--- config.mk ---
export PLATFORM = sky130hd
export DESIGN_NAME = imu_frame_parser
export DESIGN_NICKNAME = d
export VERILOG_FILES = /design/src/design/imufp_pkg.sv /design/src/design/imufp_framer.sv /design/src/design/imufp_holder.sv /design/src/design/imu_frame_parser.sv
export SDC_FILE = /design/constraint.sdc
export NUM_CORES = 1
export LEC_CHECK = 0
export ABC_AREA = 0
export ABC_CLOCK_PERIOD_IN_PS = 5950
export BUFFER_PORTS_ARGS = -buffer_cell sky130_fd_sc_hd__buf_2
export CAP_MARGIN = 20
export CORE_ASPECT_RATIO = 0.8
export CORE_UTILIZATION = 40
export CTS_BUF_LIST = sky130_fd_sc_hd__clkbuf_8
export CTS_CLUSTER_DIAMETER = 60
export DETAILED_ROUTE_END_ITERATION = 12
export SYNTH_ARGS = -nofsm -noshare
export SYNTH_HDL_FRONTEND = slang
export SYNTH_SLANG_ARGS = --single-unit
--- constraint.sdc ---
create_clock -name clk -period 5.95 [get_ports clk]
set_input_delay 0.595 -clock clk [delete_from_list [all_inputs] [get_ports clk]]
set_output_delay 0.595 -clock clk [all_outputs]
set_load 0.1 [all_outputs]
--- src/design/imufp_pkg.sv ---
// ----------------------------------------------------------------------------
// imufp_pkg
// Shared constants and types for the IMU frame parser.
// ----------------------------------------------------------------------------
`default_nettype none

package imufp_pkg;

  localparam int BYTE_W   = 8;
  localparam int COUNT_W  = 16;
  localparam int NUM_HELD = 9;
  localparam int IDX_W    = 4;
  localparam int OUT_W    = BYTE_W + NUM_HELD * COUNT_W;

  localparam logic [BYTE_W-1:0] START_BYTE = 8'h55;
  localparam logic [BYTE_W-1:0] TYPE_ACCEL = 8'h51;
  localparam logic [BYTE_W-1:0] TYPE_RATE  = 8'h52;
  localparam logic [BYTE_W-1:0] TYPE_ANGLE = 8'h53;

  // Position of the checksum byte within a frame, and the last stored byte.
  localparam logic [IDX_W-1:0] CHECK_POS    = 4'd10;
  localparam logic [IDX_W-1:0] LAST_STORED  = 4'd7;
  localparam logic [IDX_W-1:0] FIRST_STORED = 4'd1;

  // What the framer reports about the byte it currently looks at.
  typedef struct packed {
    logic                good;
    logic [BYTE_W-1:0]   ptype;
    logic [COUNT_W-1:0]  word0;
    logic [COUNT_W-1:0]  word1;
    logic [COUNT_W-1:0]  word2;
  } imufp_frame_t;

endpackage

`default_nettype wire

--- src/design/imufp_framer.sv ---
// ----------------------------------------------------------------------------
// imufp_framer
// Start-byte hunt, byte counting, running checksum and frame byte capture.
// ----------------------------------------------------------------------------
`default_nettype none

module imufp_framer (
  input  wire logic                          clk,
  input  wire logic                          rst,
  input  wire logic                          consume,
  input  wire logic [imufp_pkg::BYTE_W-1:0]  rx_byte,
  output imufp_pkg::imufp_frame_t            frame
);
  import imufp_pkg::*;

  logic              in_frame, in_frame_next;
  logic [IDX_W-1:0]  byte_index, byte_index_next;
  logic [BYTE_W-1:0] running_sum, running_sum_next;
  logic [BYTE_W-1:0] frame_bytes [7];

  always_comb begin
    in_frame_next    = in_frame;
    byte_index_next  = byte_index;
    running_sum_next = running_sum;
    if (consume) begin
      if (!in_frame) begin
        if (rx_byte == START_BYTE) begin
          in_frame_next    = 1'b1;
          byte_index_next  = FIRST_STORED;
          running_sum_next = START_BYTE;
        end
      end else if (byte_index < CHECK_POS) begin
        running_sum_next = running_sum + rx_byte;
        byte_index_next  = byte_index + 1'b1;
      end else begin
        in_frame_next    = 1'b0;
        byte_index_next  = '0;
        running_sum_next = '0;
      end
    end
  end

  always_ff @(posedge clk) begin
    if (rst) begin
      in_frame    <= 1'b0;
      byte_index  <= '0;
      running_sum <= '0;
    end else begin
      in_frame    <= in_frame_next;
      byte_index  <= byte_index_next;
      running_sum <= running_sum_next;
    end
  end

  // Frame bytes 1..7 are kept; bytes 8 and 9 only enter the checksum.
  always_ff @(posedge clk) begin
    if (consume && in_frame && byte_index >= FIRST_STORED && byte_index <= LAST_STORED) begin
      frame_bytes[3'(byte_index - FIRST_STORED)] <= rx_byte;
    end
  end

  always_comb begin
    frame.good  = in_frame && (byte_index == CHECK_POS) && (rx_byte == running_sum);
    frame.ptype = frame_bytes[0];
    frame.word0 = {frame_bytes[2], frame_bytes[1]};
    frame.word1 = {frame_bytes[4], frame_bytes[3]};
    frame.word2 = {frame_bytes[6], frame_bytes[5]};
  end

endmodule

`default_nettype wire

--- src/design/imufp_holder.sv ---
// ----------------------------------------------------------------------------
// imufp_holder
// Holds the nine raw counts and loads the triple chosen by a good frame.
// ----------------------------------------------------------------------------
`default_nettype none

module imufp_holder (
  input  wire logic                                       clk,
  input  wire logic                                       rst,
  input  wire logic                                       load,
  input  wire imufp_pkg::imufp_frame_t                    frame,
  output logic [imufp_pkg::NUM_HELD*imufp_pkg::COUNT_W-1:0] held_flat
);
  import imufp_pkg::*;

  logic [COUNT_W-1:0] held_values [NUM_HELD];

  always_ff @(posedge clk) begin
    if (rst) begin
      for (int i = 0; i < NUM_HELD; i++) begin
        held_values[i] <= '0;
      end
    end else if (load) begin
      case (frame.ptype)
        TYPE_ACCEL: begin
          held_values[0] <= frame.word0;
          held_values[1] <= frame.word1;
          held_values[2] <= frame.word2;
        end
        TYPE_RATE: begin
          held_values[3] <= frame.word0;
          held_values[4] <= frame.word1;
          held_values[5] <= frame.word2;
        end
        TYPE_ANGLE: begin
          held_values[6] <= frame.word0;
          held_values[7] <= frame.word1;
          held_values[8] <= frame.word2;
        end
        default: begin
        end
      endcase
    end
  end

  always_comb begin
    for (int i = 0; i < NUM_HELD; i++) begin
      held_flat[i*COUNT_W +: COUNT_W] = held_values[i];
    end
  end

endmodule

`default_nettype wire

--- src/design/imu_frame_parser.sv ---
// Path: a byte that completes a good frame passes the input register, then the result registers, before it shows.
// Throughput: one byte per cycle; the input register only holds while a finished
// result waits at the output and the next byte would complete another frame.
// Reset: synchronous, active high; clears the hunt state, the nine held counts
// and both valid flags. Frame byte storage is not cleared.
// ----------------------------------------------------------------------------
// imu_frame_parser
// Byte-serial parser for 11-byte IMU frames that open with 0x55.
// ----------------------------------------------------------------------------
`default_nettype none

module imu_frame_parser (
  input  wire logic                           clk,
  input  wire logic                           rst,
  // Input stream, one received byte per item.
  input  wire logic                           s_tvalid,
  output logic                                s_tready,
  input  wire logic [7:0]                     s_tdata,  // [7:0] rx_byte
  // Result stream, one item per good frame.
  output logic                                m_tvalid,
  input  wire logic                           m_tready,
  // m_tdata from bit 0 up: packet_type (8), accel_x, accel_y, accel_z,
  // rate_x, rate_y, rate_z, angle_roll, pitch_angle, yaw_angle (16 each).
  output logic [imufp_pkg::OUT_W-1:0]         m_tdata
);
  import imufp_pkg::*;

  // Input register: the byte under work sits here. It moves on
  // whenever it cannot produce a result, or when the result slot is free.
  logic              in_valid;
  logic [BYTE_W-1:0] in_byte;
  logic              out_free;
  logic              consume;
  logic [BYTE_W-1:0] packet_type;
  logic [NUM_HELD*COUNT_W-1:0] held_flat;
  imufp_frame_t      frame;

  assign out_free = !m_tvalid || m_tready;
  assign consume  = in_valid && (!frame.good || out_free);
  assign s_tready = !in_valid || consume;

  always_ff @(posedge clk) begin
    if (rst) begin
      in_valid <= 1'b0;
    end else if (s_tready) begin
      in_valid <= s_tvalid;
    end
  end

  always_ff @(posedge clk) begin
    if (s_tready && s_tvalid) begin
      in_byte <= s_tdata;
    end
  end

  imufp_framer u_framer (
    .clk     (clk),
    .rst     (rst),
    .consume (consume),
    .rx_byte (in_byte),
    .frame   (frame)
  );

  // The held counts only change on a good frame, and a good frame only goes
  // through when the result slot is free, so the held registers double as
  // the result payload while a result waits.
  imufp_holder u_holder (
    .clk       (clk),
    .rst       (rst),
    .load      (consume && frame.good),
    .frame     (frame),
    .held_flat (held_flat)
  );

  always_ff @(posedge clk) begin
    if (rst) begin
      m_tvalid <= 1'b0;
    end else if (consume && frame.good) begin
      m_tvalid <= 1'b1;
    end else if (m_tready) begin
      m_tvalid <= 1'b0;
    end
  end

  always_ff @(posedge clk) begin
    if (consume && frame.good) begin
      packet_type <= frame.ptype;
    end
  end

  assign m_tdata = {held_flat, packet_type};

endmodule

`default_nettype wire

### Word level (Yosys, flattened, before mapping)

Memory sizes are Yosys's and may differ from the RTL's.
Index checks and enable logic that the tools add are counted.
Widths: inputs -> output; s select.

* output and inout port bits: 154
* word-level logic and storage cells: 83
* register bits after elaboration: 31
* bits of input ports: 12
* bits in writable memories: 200
* memories: 2

* mux-type cells: 36
* bitwise logic cells: 9
* $lt $le $gt $ge: 3
* eq/ne operators: 6
* add/subtract/negate cells: 3
* reductions and logical operators: 17

Memories
* u_holder.held_values: depth 9, width 16, read ports 9, clocked after memory_dff 0, write ports 9, RTL line imufp_holder.sv:16 `logic [COUNT_W-1:0] held_values [NUM_HELD];`
* u_framer.frame_bytes: depth 7, width 8, read ports 7, clocked after memory_dff 0, write ports 1, RTL line imufp_framer.sv:19 `logic [BYTE_W-1:0] frame_bytes [7];`

Operators with widths (number)
* $mux 16: 9
* $eq 8x7->1 const B: 4
* $mux 8: 3
* $mux 1: 21
* $mux 4: 3
* $or 1x1->1: 9
* $add 8x8->8: 1
* $eq 8x8->1: 1
* $logic_and 1x1->1: 8
* $add 4x1->4 const B: 1
* $eq 4x4->1 const B: 1
* $ge 4x1->1 const B: 1
* $le 4x3->1 const B: 1
* $lt 4x4->1 const B: 1
* $reduce_bool 2->1: 2
* $logic_not 1->1: 3
* $logic_or 1x1->1: 3
* $sub 3x1->3 const B: 1
* $reduce_and 2->1: 1

### Depth between registers and ports, before layout

Gate-level depths: netlist of run 1.

* word-level depth: 11
* gate-level depth with buffers: 9
* gate-level depth less buffers: 9

### Hierarchy

Synthesis of run 1 repeated with hierarchy kept, for this count alone.

* cells, all modules: 480
* area, all modules: 8667.1 um2

By module, submodules not included
* imufp_holder: area an instance 5325.1 um2, sequential area each 4324.1 um2, cells an instance 265, times used 1
* imufp_framer: area an instance 2757.6 um2, sequential area each 1941.9 um2, cells an instance 187, times used 1
* imu_frame_parser: area an instance 584.3 um2, sequential area each 520.5 um2, cells an instance 28, times used 1

### Worst setup path before layout of run 1

No wires, ideal clock.

* path kind: flip-flop to flip-flop
* start: register in_byte[3]
* end: memory u_holder.held_values[3][0] (enable)
* library setup time: 463 ps
* data arrival time: 3919 ps
* path buffers: 0
* period minus slack after synthesis: 4383 ps
* cell stages (with the launch flop): 7
* data required time: 5487 ps
* path slack: 1567 ps
* cell sequence: edfxtp_1 > ha_1 > nor4bb_4 > nand4_2 > nor2_1 > nand2_1 > o21bai_1

RTL lines
* start: declaration: RTL line imu_frame_parser.sv:31 `logic [BYTE_W-1:0] in_byte;`
* start signal: assignment: RTL line imu_frame_parser.sv:52 `in_byte <= s_tdata;`
* end: declaration: RTL line imufp_holder.sv:16

### Worst setup path in the final report of run 1

* start: register in_byte[3]
* end: output s_tready

* longest elaborated chain between the ends: 6

Ends and longest elaborated chain
* $eq 8x8->1: RTL line imufp_framer.sv:63 `frame.good = in_frame && (byte_index == CHECK_POS) && (rx_byte == running_sum);`
* $logic_and 1x1->1: RTL line imufp_framer.sv:63
* $logic_not 1->1: RTL line imu_frame_parser.sv:39 `assign consume = in_valid && (!frame.good || out_free);`
* $logic_or 1x1->1: RTL line imu_frame_parser.sv:39
* $logic_and 1x1->1: RTL line imu_frame_parser.sv:39
* $logic_or 1x1->1: RTL line imu_frame_parser.sv:40 `assign s_tready = !in_valid || consume;`
* end: declaration: RTL line imu_frame_parser.sv:17 `output logic s_tready,`

No other way between the ends.

==> results_dict.tcl, run 1 <==
set metrics [dict create \
    outcome "finished, final reports clean" \
    ant_nets 0 \
    report.final.slew_viol_count 0 \
    clock_path_buffers 3 \
    start_util_pct 40.8 \
    tritoncts "done" \
    worst_pin_slew_ns 0.933 \
    async_reset_ff_share_pct 0 \
    drtIter0Drc 341 \
    yosysSeqAreaShare_pct 83.7 \
    cts_setup_buffers 0 \
    synth_top_area_share_pct 80.0 \
    synth_cells 426 \
    post-route-drc-count 0 \
    critPathLaunchType "flip-flop" \
    rsz0062_at_grt "false" \
    vias_per_cell 4.81 \
    rr_worst_depth 7 \
    critical_path_arrival_ns 2.69 \
    postCtsHoldBufs 0 \
    fin_skew_ns 0.0172 \
    hpwl_um 10500 \
    yosysUniqueCellTypes 48 \
    fmax_ghz 0.305 \
    dieArea_mm2 0.0208 \
    grt_pass1_wl_um 24200 \
    setup_viol 0 \
    antenna_found_initial 0 \
    clkSlewWorstSetupHoldPaths_ns 0.06 \
    synth_area_leaders "edfxtp_1 (80%), and2_1 (3.7%), dfxtp_1 (3.7%)" \
    synth_edf_count 216 \
    cp-end-kind "output port" \
    areaGrowthSynthToFinish_pct 22.4 \
    synth.avg_cell_area_um2 19.0 \
    synth_most_common_cell "edfxtp_1" \
    critical_path_peak_fanout 9 \
    leakage_nw 3.64 \
    yosys.area.top_type "edfxtp_1" \
    hold_class "primary input to flip-flop" \
    synth_ff_type "edfxtp_1" \
    fill_cells 1666 \
    whs_ns 0.259 \
    rows 46 \
    yosys_warnings 0 \
    finalHoldViolations 0 \
    post-route-period-util_pct 55.2 \
    nets 651 \
    ys_top_cells_by_count "edfxtp_1 (216), and2_1 (48), nor2_1 (29), dfxtp_1 (15), nand2_1 (12)" \
    post_drt_wl_per_cell_um 17.6 \
    grt_max_degree 49 \
    fin_setup_tns_ns 0 \
    post-route-min-period_ns 3.28 \
    power_density_mw_per_mm2 358 \
    final_util_pct 50.0 \
    htree_levels 2 \
    ys_ff_latch 231 \
    max_slew_margin_pct 37.5 \
    n_antenna_cell 0 \
    firstDrtPassIters 5 \
    cts_root_buf "clkbuf_8" \
    portBuffers 165 \
    ir_drop_v 0.000208 \
    min_path_cells 1 \
    critical_path_class "flip-flop to output port" \
    routed_wl_um 16100 \
    grt_pass1_vias 4342 \
    netlist_area_mm2 0.00811 \
    cts_resized 0 \
    grt-ovfl-total 0 \
    cts.sinks 231 \
    die_w_um 161 \
    die_y_um 129 \
    layout-drive-gt1-share_pct 35.5 \
    cts_buffers 37 \
    drv_cap 0 \
    core_mm2 0.0199 \
    vias 4398 \
    crit_required_ns 5.36 \
    ios 166 \
    synth_fp_nets 450 \
    finalWeightedCongestion 0.796 \
    track_usage_pct 15.4 \
    clk-insertion-delay-late_ns 0.51 \
]
[metal layers]
metal  global-route usage, %  vias to the layer above  share of wire (%)
li1                        -                     2019                  -
met1                    21.0                     2162                 45
met2                    24.1                      188                 46
met3                    3.97                       29                7.6
met4                    5.60                        0                1.9
met5                       0                        -                  0
[layout by cell type (no fill, tap or decap), types with 6 or more instances in the layout]
cell type	count
clkbuf_8	38
clkinv_1	10
edfxtp_1	216
a21oi_1	6
nor2_1	29
inv_1	18
nand2_1	12
nand3_1	6
and2_1	48
dfxtp_1	15
ha_1	11
nor3_1	7
buf_2	165
[kinds of logic (layout without fill, tap and decap cells)]
logic type,after synthesis,count (layout),synth area share (%)
adder cells (fa/ha/maj),12,12,1.94
AND/OR/NAND/NOR,122,122,8.86
buffers and inverters,19,244,1.25
AO/OA/AOI/OAI,34,34,3.36
flip-flops,231,231,83.7
XOR/XNOR,7,7,0.756
multiplexers,1,1,0.139
[metrics by stage]
| step | instance area (um2) | setup WS [ns] | total power, mW | instances |
|---|---|---|---|---|
| after detailed placement | 9250 | 2.49 | 2.38 | 849 |
| after CTS | 9900 | 2.45 | 3.58 | 912 |
| after global placement | 9250 | 2.61 | 2.38 | 849 |
| final | 9920 | 2.67 | 3.55 | 915 |
| after global routing | 9920 | 2.54 | 3.67 | 915 |
| after floorplan | 8110 | 1.57 | 2.30 | 426 |
[critical path, stage by stage (launching register included)]
cell and delay, ns:
edfxtp_1 0.59, ha_1 0.48, nor4bb_4 0.36, and4_4 0.31, nand3_1 0.12, buf_2 0.33
[final timing paths]
path	from	slack, ns	endpoint
worst min register to register	u_framer.frame_bytes[0][7]	0.48	packet_type[7]
worst max-delay path	in_byte[3]	2.67	s_tready
worst min-delay path	s_tdata[1]	0.26	in_byte[1]
worst max register to register	in_byte[3]	2.78	u_holder.held_values[3][5]
[sequential cells by signal (all words and copies together) (netlist names)]
register,flops
in_byte,8
in_valid,1
m_tvalid,1
packet_type,8
u_framer.byte_index,4
u_framer.frame_bytes,56
u_framer.in_frame,1
u_framer.running_sum,8
u_holder.held_values,144
[cell type report]
type                    count  area, um2  area share [%]
well taps                 264        330            3.33
inverters                   9       33.8           0.340
repair buffers            172        878            8.85
multi-input cells         176       1240            12.5
flip-flops and latches    231       6790            68.4
clock inverters            25        130            1.31
clock buffers              38        523            5.27
[power by group]
group	total [mW]	switching, mW	internal, mW
Combinational	0.482	0.435	0.0470
Sequential	1.86	0.0306	1.83
Clock	1.21	0.572	0.635
No activity file was read; power rests on OpenSTA's default activity.
==> inputs of run 2 (changes only) <==
--- a/config.mk
+++ b/config.mk
@@ -6,7 +6,7 @@
 export NUM_CORES = 1
 export LEC_CHECK = 0
 export ABC_AREA = 0
-export ABC_CLOCK_PERIOD_IN_PS = 5950
+export ABC_CLOCK_PERIOD_IN_PS = 3350
 export BUFFER_PORTS_ARGS = -buffer_cell sky130_fd_sc_hd__buf_2
 export CAP_MARGIN = 20
 export CORE_ASPECT_RATIO = 0.8
==> constraint.sdc (replaced) <==
create_clock -name clk -period 3.35 [get_ports clk]
set_input_delay 0.335 -clock clk [delete_from_list [all_inputs] [get_ports clk]]
set_output_delay 0.335 -clock clk [all_outputs]
set_load 0.1 [all_outputs]
==> results_dict.tcl, run 2 (synthesis gave the netlist of run 1 again) <==
set metrics [dict create \
    grt_pass1_vias 4397 \
    crit_required_ns 3.49 \
    post-route-period-util_pct 85.4 \
    firstDrtPassIters 5 \
    postCtsHoldBufs 6 \
    placed_cells 862 \
    final_util_pct 51.2 \
    dieArea_mm2 0.0208 \
    die_y_um 129 \
    worst_pin_slew_ns 1.02 \
    start_util_pct 40.8 \
    cts.sinks 231 \
    routed_wl_um 17000 \
    crit_buf_inv 0 \
    whs_ns 0.0395 \
    ios 166 \
    critPathTopFamily "simple AND/OR/NAND/NOR gates" \
    clock_path_buffers 3 \
    power_density_mw_per_mm2 645 \
    track_usage_pct 16.4 \
    fin_skew_ns 0.0145 \
    vias_per_cell 4.74 \
    report.final.slew_viol_count 0 \
    rrSetupSlack_ns 0.49 \
    top_register "u_holder.held_values" \
    design_area_mm2 0.0102 \
    post_drt_wl_per_cell_um 18.2 \
    hpwl_um 10600 \
    min_path_cells 1 \
    grt_max_degree 49 \
    vias 4416 \
    htree_levels 2 \
    fin_setup_tns_ns 0 \
    drtIter0Drc 339 \
    finalHoldViolations 0 \
    crit_chain "ha_1 -> nor3_1 -> and4_4 -> a211oi_4 -> nand4_1 -> nor2_1" \
    hold_path_startpoint "s_tdata[1]" \
    whs_endpoint "in_byte[1]" \
    critPathLaunchType "flip-flop" \
    portBuffers 165 \
    fmax_ghz 0.350 \
    clk-insertion-delay-late_ns 0.52 \
    finalWeightedCongestion 0.821 \
    cts_root_buf "clkbuf_8" \
    reg2reg_to "u_framer.frame_bytes[0][5]" \
    grt_pass1_wl_um 25400 \
    fill_cells 1631 \
    regArea_mm2 0.00679 \
    clkSlewWorstSetupHoldPaths_ns 0.06 \
    nets 667 \
    grt-ovfl-total 0 \
    rr_worst_depth 6 \
    layout-drive-gt1-share_pct 36.7 \
    post-route-drc-count 0 \
    drv_cap 0 \
    antenna_found_initial 0 \
    slowest_stage "edfxtp_1" \
    setup_viol 0 \
    rsz0062_at_grt "false" \
    top_regs "u_holder.held_values: 144 flops, u_framer.frame_bytes: 56 flops" \
    critical_path_peak_fanout 10 \
    max_slew_margin_pct 31.5 \
    rows 46 \
    hold_class "primary input to flip-flop" \
    n_antenna_cell 0 \
    ant_nets 0 \
    tritoncts "done" \
    final_cells 931 \
    final_cell_mix "edfxtp_1 (216), buf_2 (165), and2_1 (48), clkbuf_8 (36), nor2_1 (29)" \
    cts_setup_buffers 0 \
    multi_input_area_mm2 0.00124 \
    r2r_start "in_byte[1]" \
    core_mm2 0.0199 \
    leakage_nw 3.77 \
    critical_path_class "flip-flop to flip-flop" \
    cpPeakStageDelay_ns 0.55 \
    final_common_cell "edfxtp_1" \
    largest_reg_flops 144 \
    cts_buffers 36 \
    die_w_um 161 \
    placed_area_mm2 0.00938 \
    critical_path_arrival_ns 3.00 \
    areaGrowthSynthToFinish_pct 25.5 \
    cp-end-kind "flip-flop" \
    post-route-min-period_ns 2.86 \
    ir_drop_v 0.000276 \
    cts_resized 0 \
    outcome "finished, final reports clean" \
]
run 2: changes by cell type in the layout (fill, tap and decap cells not counted), moves of 2 or more:
| cell | previous run | this run |
|---|---|---|
| buf_12 | 0 | 3 |
| buf_4 | 4 | 14 |
| bufinv_16 | 1 | 4 |
| clkbuf_4 | 3 | 0 |
| clkbuf_8 | 38 | 36 |
| clkinv_1 | 10 | 4 |
| dlygate4sd3_1 | 0 | 7 |
run 2: worst max-delay path by stage:
| stage | end | depth (start not counted) | from |
|---|---|---|---|
| after floorplan | u_holder.held_values[3][0] | 6 | in_byte[3] |
| after global placement | u_framer.frame_bytes[0][3] | 6 | in_byte[1] |
| after detailed placement | u_framer.frame_bytes[0][0] | 6 | in_byte[1] |
| after CTS | u_framer.frame_bytes[0][5] | 6 | in_byte[1] |
| after global routing | u_framer.frame_bytes[0][5] | 6 | in_byte[1] |
| final | u_framer.frame_bytes[0][5] | 6 | in_byte[1] |
run 2: where the power goes:
part	switching [mW]	internal, mW
clock network	1.05	1.32
logic	0.802	0.101
registers	0.0376	3.25
total	1.89	4.68
run 2: worst reg2reg max path: stages, from the launching register on:
cell and delay (ns):
edfxtp_1 0.55, ha_1 0.37, nor3_1 0.07, and4_4 0.22
a211oi_4 0.46, nand4_1 0.27, nor2_1 0.55
run 2: metrics by stage:
step,power [mW],worst slack (ns)
6_report,6.57,0.489
3_3_place_gp,4.24,0.636
2_1_floorplan,4.09,0.481
4_1_cts,6.63,0.504
3_5_place_dp,4.25,0.544
5_1_grt,6.77,0.279
run 2: cell type report:
type / count / share of cell area [%]
inverters: 9 / 0.332
flip-flops and latches: 231 / 66.7
repair buffers: 189 / 10.4
well taps: 264 / 3.25
clock inverters: 26 / 2.21
clock buffers: 36 / 4.87
multi-input cells: 176 / 12.2
run 2: per-layer routing:
layer / track usage, % / wire (um) / vias up
li1: - / - / 2050
met3: 3.55 / 1100 / 38
met1: 22.4 / 7690 / 2123
met4: 6.71 / 412 / 0
met2: 25.8 / 7760 / 205
met5: 0 / 0 / -
==> inputs of run 3 (changes only) <==
--- a/config.mk
+++ b/config.mk
@@ -10,10 +10,11 @@
 export BUFFER_PORTS_ARGS = -buffer_cell sky130_fd_sc_hd__buf_2
 export CAP_MARGIN = 20
 export CORE_ASPECT_RATIO = 0.8
-export CORE_UTILIZATION = 40
+export CORE_UTILIZATION = 45
 export CTS_BUF_LIST = sky130_fd_sc_hd__clkbuf_8
 export CTS_CLUSTER_DIAMETER = 60
 export DETAILED_ROUTE_END_ITERATION = 12
+export PLACE_DENSITY = 0.68
 export SYNTH_ARGS = -nofsm -noshare
 export SYNTH_HDL_FRONTEND = slang
 export SYNTH_SLANG_ARGS = --single-unit
==> results_dict.tcl, run 3 (synthesis gave the netlist of run 1 again) <==
set metrics [dict create \
    firstDrtPassIters 8 \
    grt-ovfl-total 0 \
    n_antenna_cell 0 \
    final_cell_mix "edfxtp_1 (216), buf_2 (165), and2_1 (48), clkbuf_8 (38), nor2_1 (29)" \
    core_mm2 0.0175 \
    cts_resized 0 \
    largest_reg_flops 144 \
    cp-end-kind "flip-flop" \
    start_util_pct 46.4 \
    drv_cap 0 \
    crit_required_ns 3.50 \
    ant_nets 0 \
    grt_max_degree 49 \
    die_w_um 152 \
    routed_wl_um 16600 \
    drtIter0Drc 308 \
    rrSetupSlack_ns 0.32 \
    finalHoldViolations 0 \
    layout-drive-gt1-share_pct 36.3 \
    grt_use_met2_pct 28.0 \
    clk-insertion-delay-late_ns 0.52 \
    top_register "u_holder.held_values" \
    ios 166 \
    fin_skew_ns 0.0141 \
    critical_path_class "flip-flop to flip-flop" \
    clkSlewWorstSetupHoldPaths_ns 0.06 \
    post-route-period-util_pct 90.4 \
    post_drt_wl_per_cell_um 18.6 \
    ir_drop_v 0.000218 \
    power_density_mw_per_mm2 627 \
    rsz0062_at_grt "false" \
    grt_pass1_wl_um 25100 \
    slowest_stage "edfxtp_1" \
    dieArea_mm2 0.0186 \
    grt_pass1_vias 4416 \
    nets 667 \
    use_met3_pct 4.62 \
    antenna_found_initial 0 \
    globalRouteMet1Util_pct 24.9 \
    portBuffers 165 \
    cts.sinks 231 \
    top_regs "u_holder.held_values: 144 flops, u_framer.frame_bytes: 56 flops" \
    leakage_nw 3.74 \
    fin_setup_tns_ns 0 \
    setup_viol 0 \
    finalWeightedCongestion 0.800 \
    max_slew_margin_pct 27.7 \
    worst_pin_slew_ns 1.08 \
    final_common_cell "edfxtp_1" \
    cts_root_buf "clkbuf_8" \
    post-route-min-period_ns 3.03 \
    cts_buffers 37 \
    crit_chain "ha_1 -> nor4bb_4 -> and4_4 -> a211oi_4 -> nand4_1 -> nor2_1" \
    critPathLaunchType "flip-flop" \
    fmax_ghz 0.330 \
    report.final.slew_viol_count 0 \
    rows 43 \
    htree_levels 2 \
    violations "DRC" \
    critical_path_peak_fanout 10 \
    areaGrowthSynthToFinish_pct 23.8 \
    vias 4431 \
    die_y_um 122 \
    track_usage_pct 18.1 \
    critical_path_arrival_ns 3.18 \
    grt-busiest-layer "met2" \
    post-route-drc-count 38 \
    tritoncts "done" \
    vias_per_cell 4.96 \
    hpwl_um 10700 \
    hold_class "primary input to flip-flop" \
    outcome "finished, violations left" \
    clock_path_buffers 3 \
    cpPeakStageDelay_ns 0.58 \
    p_total_mw 6.30 \
]
==> run 3: final cells by class <==
cell class	count	area [um2]
flip-flops and latches	231	6790
clock inverters	27	125
clock buffers	38	523
fillers	1379	7440
repair buffers	188	1050
inverters	9	33.8
well taps	225	282
multi-input cells	176	1240
==> run 3: path summary, 6_finish.rpt <==
| kind | start | to | depth (start not counted) |
|---|---|---|---|
| min reg2reg | u_framer.in_frame | u_framer.in_frame | 1 |
| min | s_tdata[1] | in_byte[1] | 1 |
| max | in_byte[3] | u_framer.frame_bytes[0][3] | 6 |
| max reg2reg | in_byte[3] | u_framer.frame_bytes[0][3] | 6 |
==> run 3: critical path, delay by kind of cell (launching register included) <==
family          cells  cell delay (ns)
compound gates      1             0.46
fa+ha+maj           1             0.50
flops               1             0.58
simple gates        4             1.11
==> run 3: routing by layer <==
layer | share of wire (%) | routed length, um
met1 | 46 | 7580
met2 | 47 | 7760
met3 | 6.5 | 1080
met4 | 1.3 | 221
met5 | 0 | 0
==> run 3: timing repair <==
action,in CTS,in global routing
setup endpoints to repair,0,0
hold buffers,6,0
setup buffers,0,0
endpoints found under the hold margin,6,0
==> run 3: metrics by stage <==
stage / std cells / area [um2] / setup slack (ns) / hold WS (ns) / util (%)
after floorplan: 426 / 8120 / 0.481 / 0.418 / -
after global placement: 823 / 9330 / 0.521 / 0.457 / 53.4
after detailed placement: 823 / 9330 / 0.335 / 0.472 / 53.4
after CTS: 894 / 10000 / 0.322 / 0.00257 / 57.4
after global routing: 894 / 10000 / 0.122 / 0.000983 / 57.4
final: 894 / 10000 / 0.322 / 0.0211 / 57.4
==> run 3: power breakdown <==
| part | leakage [nW] | internal (mW) | switching (mW) |
|---|---|---|---|
| logic | 1.22 | 0.0980 | 0.792 |
| clock network | 0.375 | 1.07 | 1.04 |
| registers | 2.14 | 3.25 | 0.0470 |
